<file path="src/text_console_char_writer_core_defines.svh">
// assertion macros used by the console back end
`ifndef TEXT_CONSOLE_CHAR_WRITER_CORE_DEFINES_SVH
`define TEXT_CONSOLE_CHAR_WRITER_CORE_DEFINES_SVH

// same-cycle implication, needs i_clk and i_rst_n in scope
`define TCCW_ASSERT_NOW(lbl, ante, cons, msg) \
    lbl: assert property (@(posedge i_clk) disable iff (!i_rst_n) (ante) |-> (cons)) \
        else $error(msg);

// next-cycle implication
`define TCCW_ASSERT_NEXT(lbl, ante, cons, msg) \
    lbl: assert property (@(posedge i_clk) disable iff (!i_rst_n) (ante) |=> (cons)) \
        else $error(msg);

`endif

</file>
<file path="src/tccw_pkg.sv">
`default_nettype none

package tccw_pkg;

    localparam int COLUMNS_DEF = 80;
    localparam int ROWS_DEF    = 25;

    localparam int OPCODE_W = 1;
    localparam int CHAR_W   = 8;
    localparam int IDX_W    = 11;
    localparam int POS_W    = 11;
    localparam int CELL_W   = 16;
    localparam int COLOR_W  = 8;

    localparam int QUEUE_DEPTH = 2;
    localparam int QUEUE_AW    = 1;

    localparam int TAB_STEP = 4;

    localparam logic [OPCODE_W-1:0] OP_PUT  = 1'b0;
    localparam logic [OPCODE_W-1:0] OP_READ = 1'b1;

    localparam logic [CHAR_W-1:0] CH_BACKSPACE = 8'h08;
    localparam logic [CHAR_W-1:0] CH_TAB       = 8'h09;
    localparam logic [CHAR_W-1:0] CH_NEWLINE   = 8'h0A;
    localparam logic [CHAR_W-1:0] CH_SPACE     = 8'h20;

    localparam logic [COLOR_W-1:0] RESET_COLOR = 8'h07;
    localparam logic [CELL_W-1:0]  CLEAR_CELL  = {RESET_COLOR, CH_SPACE};

    typedef logic [2:0] t_kind;
    localparam t_kind K_CHAR = 3'd0;
    localparam t_kind K_BS   = 3'd1;
    localparam t_kind K_TAB  = 3'd2;
    localparam t_kind K_NL   = 3'd3;
    localparam t_kind K_READ = 3'd4;

    typedef struct packed {
        t_kind              kind;
        logic [CHAR_W-1:0]  char_code;
        logic [IDX_W-1:0]   cell_index;
    } t_cmd;

    typedef struct packed {
        logic clearing;
    } t_back_stat;

endpackage

`default_nettype wire

</file>
<file path="src/tccw_queue.sv">
`default_nettype none

module tccw_queue (
    input  logic           i_clk,
    input  logic           i_rst_n,
    input  logic           i_push,
    input  tccw_pkg::t_cmd i_push_cmd,
    output logic           o_full,
    output logic           o_valid,
    output tccw_pkg::t_cmd o_cmd,
    input  logic           i_pop
);

    localparam int CNT_W = tccw_pkg::QUEUE_AW + 1;

    tccw_pkg::t_cmd              r_slot [tccw_pkg::QUEUE_DEPTH];
    logic [tccw_pkg::QUEUE_AW-1:0] r_wp;
    logic [tccw_pkg::QUEUE_AW-1:0] r_rp;
    logic [CNT_W-1:0]            r_cnt;

    assign o_full  = (r_cnt == CNT_W'(tccw_pkg::QUEUE_DEPTH));
    assign o_valid = (r_cnt != '0);
    assign o_cmd   = r_slot[r_rp];

    always_ff @(posedge i_clk) begin
        if (i_push) begin
            r_slot[r_wp] <= i_push_cmd;
        end
    end

    always_ff @(posedge i_clk) begin
        if (!i_rst_n) begin
            r_wp  <= '0;
            r_rp  <= '0;
            r_cnt <= '0;
        end else begin
            if (i_push) begin
                r_wp <= r_wp + tccw_pkg::QUEUE_AW'(1);
            end
            if (i_pop) begin
                r_rp <= r_rp + tccw_pkg::QUEUE_AW'(1);
            end
            unique case ({i_push, i_pop})
                2'b10:   r_cnt <= r_cnt + CNT_W'(1);
                2'b01:   r_cnt <= r_cnt - CNT_W'(1);
                default: r_cnt <= r_cnt;
            endcase
        end
    end

endmodule

`default_nettype wire

</file>
<file path="config.mk">
export PLATFORM = sky130hd
export DESIGN_NAME = tccw_queue
export DESIGN_NICKNAME = d
export VERILOG_FILES = /design/src/text_console_char_writer_core_defines.svh /design/src/tccw_pkg.sv /design/src/tccw_queue.sv
export SDC_FILE = /design/constraint.sdc
export NUM_CORES = 1
export LEC_CHECK = 0
export ABC_CLOCK_PERIOD_IN_PS = 2100
export BUFFER_PORTS_ARGS = -buffer_cell sky130_fd_sc_hd__buf_4
export CORE_UTILIZATION = 50
export CTS_CLUSTER_SIZE = 25
export DETAILED_ROUTE_END_ITERATION = 10
export GPL_TIMING_DRIVEN = 1
export MAX_ROUTING_LAYER = met4
export PLACE_DENSITY = 0.77
export SKIP_LAST_GASP = 1
export SLEW_MARGIN = 20
export SYNTH_ARGS = -nofsm -noshare
export SYNTH_HDL_FRONTEND = slang
export SYNTH_SLANG_ARGS = --single-unit
</file>
<file path="constraint.sdc">
create_clock -name i_clk -period 2.1 [get_ports i_clk]
set_input_delay 0.21 -clock i_clk [delete_from_list [all_inputs] [get_ports i_clk]]
set_output_delay 0.21 -clock i_clk [all_outputs]
set_load 0.1 [all_outputs]
</file>
; ---- Yosys cells after proc, flatten, opt, wreduce, memory -nomap -nowiden
; Memories as Yosys holds them, arrays and structs flattened. A register that Yosys moved wholly into a read port is not among the register bits.
; Cells that the tools add are included.
[classes]
n_addsub = 4
eq_ne = 3
n_mux = 5
reduce_logical = 2
[ops]
columns = cell, count
row1 = "== test 2 bit, second input constant", 2
row2 = two-way mux 1 bit, 4
row3 = one-hot mux 2 bit (2 select lines), 1
row4 = nonzero test 2 bit, 2
row5 = "adder 1 bit, second input constant", 2
row6 = "adder 2 x 1 -> 2 bit, second input constant", 1
row7 = "== test 2 x 1 -> 1 bit, second input constant", 1
row8 = "subtractor 2 x 1 -> 2 bit, second input constant", 1
[word_totals]
ff_bits = 4
ramBits = 44
output_inout_bits = 24
memories = 1
[mem_list]
columns = memory, depth, width, read_ports, rd_ports_with_merged_regs, wr, line_no
row1 = r_slot, 2, 22, 1, 1, 1, tccw_queue.sv:16  ; tccw_pkg::t_cmd r_slot [tccw_pkg::QUEUE_DEPTH];

; ---- Longest topological paths before layout
[depth]
word_depth = 3
ltp_mapped = 5
mapped_depth_nobuf = 5

; ---- Least setup slack after synthesis
; OpenSTA, ideal clock, no wires.
[synth_timing]
path_type = register to register
from = register r_wp
to = memory r_slot[0][0] in the netlist's numbering (enable)
t_arrival_ns = 1.285
t_required_ns = 1.698
path_slack_ns = 0.413
path_stages_with_launch = 2
period_less_slack_ns = 1.687
path_cell_list = dfxtp_1 nor2_1
[synth_rtl]
columns = item, line_no
row1 = start: declaration, tccw_queue.sv:17  ; logic [tccw_pkg::QUEUE_AW-1:0] r_wp;
row2 = start signal: assignment, tccw_queue.sv:38  ; r_wp <= r_wp + tccw_pkg::QUEUE_AW'(1);
row3 = end: declaration, tccw_queue.sv:16
; Straight into the memory's write port.

==> flow_summary.json <==
{
  "syn_inst": 90,
  "pre_cts_ws_ps": 754,
  "cts-htree-levels": 2,
  "die_area_sq_um": 3840,
  "yosysWarningCount": 0,
  "syn_area_sq_um": 1800,
  "floorplan.die.height_um": 62.0,
  "cts_num_sinks": 49,
  "grt_max_degree": 19,
  "synth_top_area_share_pct": 73.5,
  "hpwl_dp_mm": 2.00,
  "placement.io_buffers": 49,
  "worst_slew_pin_slew_ps": 338,
  "cts_buffers": 5,
  "power.clock.fraction_pct": 22.4,
  "std_cell_rows": 21,
  "cellLeakagePower_nw": 0.888,
  "finalSetupViolCount": 0,
  "globalRouteOverflowTotal": 0,
  "critPathRequiredTime_ps": 1890,
  "clkSlewWorstSetupHoldPaths_ps": 130,
  "cp_startpoint_kind": "flop",
  "gp_congestion": 0.655,
  "synth_cell_type_count": 17,
  "postCtsResizedCells": 0,
  "p_comb_share_pct": 27.4,
  "antennaDiodeCount": 0,
  "clock_tree_from_tritoncts": "yes",
  "average_instance_area_after_synthesis_sq_um": 20.0,
  "detail_route.iter0.violations": 22,
  "grt_antenna_before_repair": 0,
  "timing.critical_path.arrival_ps": 1540,
  "post-route-period-util_pct": 83.2,
  "wl_per_cell_um": 14.4,
  "post-route-min-period_ps": 1750,
  "synth_edf_count": 44,
  "grt_setup_unrepaired": "false",
  "via_per_inst": 4.93,
  "timing.setup.critical_path_class": "reg2out",
  "seq_power_share_pct": 50.2,
  "flow.area_growth_from_synthesis_pct": 29.1,
  "detailroute.via_count": 962,
  "critical_path.max_fanout": 13,
  "net_count_synth": 117,
  "tns_ps": 0,
  "cts.hold.buffers_added": 0,
  "p_switching_w": 0.000737,
  "critical_path.endpoint_type": "output port",
  "ctsRootBufferMaster": "sky130_fd_sc_hd__clkbuf_4",
  "grt_pass1_wl_mm": 4.03,
  "fp.coreArea_sq_um": 3390,
  "insertion_delay_of_the_later_clocked_pin_in_the_worst_skew_pair_ps": 350,
  "p_sw_share_pct": 32.5,
  "final_max_slew_viol_count": 0,
  "drt-pass1-iter-count": 4,
  "die_w_um": 62.0,
  "worst_path_largest_cell_delay_ps": 370,
  "crit_top_cell": "sky130_fd_sc_hd__buf_4",
  "boundaryPins": 50,
  "worst_ir_drop_on_vdd_mv": 0.609,
  "worst_clock_skew_ps": 11.8,
  "synth_ff_type": "sky130_fd_sc_hd__edfxtp_1",
  "worstHoldPathType": "in2reg",
  "route.antenna.remaining_nets": 0,
  "net_count_final": 175,
  "max_cap_viol_count": 0,
  "status": "completed",
  "floorplan.initialDensity_pct": 53.0,
  "final_layout_size_suffix_gt1_share_pct": 56.4,
  "drc_errors": 0,
  "synth_top_cells_by_count": "sky130_fd_sc_hd__edfxtp_1, sky130_fd_sc_hd__mux2_2, sky130_fd_sc_hd__dfxtp_1",
  "fillerInstances": 239,
  "timing_hold_violations_final": 0,
  "track_usage_pct": 16.4,
  "synth.largest_area_cell": "sky130_fd_sc_hd__edfxtp_1",
  "setup_slack_ps": 352,
  "routed_wirelength_mm": 2.81,
  "max_slew_margin_pct": 77.5,
  "critical_path_s_slowest_cell": "sky130_fd_sc_hd__mux2_2",
  "cp_cell_sequence": "buf_4 > mux2_2 > buf_4",
  "holdWs_ps": 37.3,
  "synth_sequential_area_ratio_pct": 79.1,
  "clk_path_buf_depth": 2,
  "synth.ff_latch_count": 49,
  "synth_most_common_cell": "sky130_fd_sc_hd__edfxtp_1",
  "p_int_w": 0.00153,
  "cts_setup_buffers": 0,
  "achievable-frequency_mhz": 572,
  "pwr_density_cell_nw_per_um2": 978,
  "asyncSetResetFlopFracSynth_pct": 0,
  "netlist_top_cells_area": "sky130_fd_sc_hd__edfxtp_1, sky130_fd_sc_hd__mux2_2, sky130_fd_sc_hd__dfxtp_1",
  "first_global_vias": 923
}
[layout make-up]
type,count,area (sq um),area share (%)
multi-input cells,38,365,15.7
clock inverters,2,33.8,1.46
clock buffers,6,41.3,1.78
inverters,1,3.75,0.162
well taps,46,57.6,2.48
repair buffers,53,398,17.1
flip-flops and latches,49,1420,61.2
[placed cells by master, fill, tap and decap left out, types with 2 or more instances in the layout]
cell type                  Yosys  routed
sky130_fd_sc_hd__and2_1        4       4
sky130_fd_sc_hd__buf_4         0      53
sky130_fd_sc_hd__clkbuf_4      0       5
sky130_fd_sc_hd__dfxtp_1       5       5
sky130_fd_sc_hd__edfxtp_1     44      44
sky130_fd_sc_hd__mux2_2       22      22
sky130_fd_sc_hd__xnor2_1       2       2
[metal layers]
metal	wire (um)	share of wire [%]	track usage, %	vias up
met1	1060	38	15.9	459
met3	198	7.0	6.42	7
met5	0	0	-	-
met4	45	1.6	7.62	0
met2	1510	54	28.4	36
li1	-	-	-	460
[state kept, by name, summed over array words and instances (netlist names), named ones only]
name,flops
r_cnt,2
r_rp,1
r_slot,44
r_wp,1
[through the flow]
| stage | power, W | utilization [%] | cells | cell area, sq um |
|---|---|---|---|---|
| after CTS | 0.00229 | 68.5 | 195 | 2320 |
| after global placement | 0.00177 | 66.3 | 187 | 2250 |
| after detailed placement | 0.00179 | 66.3 | 187 | 2250 |
| after floorplan | 0.00164 | - | 90 | 1800 |
| final | 0.00227 | 68.5 | 195 | 2320 |
| after global routing | 0.00234 | 68.5 | 195 | 2320 |
[cell families after synthesis]
group,count (synthesis),synth area share (%)
flops,49,79.1
compound gates,3,1.11
fa+ha+maj,1,0.696
xor+xnor,3,1.46
buf+inv,3,0.765
simple gates,9,3.13
mux,22,13.8
[worst max-delay path: cells and delay by family (launching register included)]
kind,cells,cell delay [ps]
multiplexers,1,370
flip-flops,1,350
buffers and inverters,2,460
[power by group through the flow]
stage / combinational (W) / sequential (W) / clock (W)
final: 0.000623 / 0.00114 / 0.000507
after global routing: 0.000646 / 0.00114 / 0.000552
after CTS: 0.000626 / 0.00114 / 0.000523
after floorplan: 0.000486 / 0.00116 / 0
after detailed placement: 0.000624 / 0.00116 / 0
after global placement: 0.000618 / 0.00116 / 0
[final timing paths]
kind / startpoint / end / slack (ps) / cells past startpoint
hold / removal: i_push_cmd[10] / r_slot[1][10] / 40 / 1
setup reg to reg: r_wp / r_slot[1][7] / 790 / 2
setup / recovery: flop / o_cmd[2] / 350 / 3
hold reg to reg: r_cnt[1] / r_cnt[1] / 520 / 2
Power figures use the tool's default switching activity.
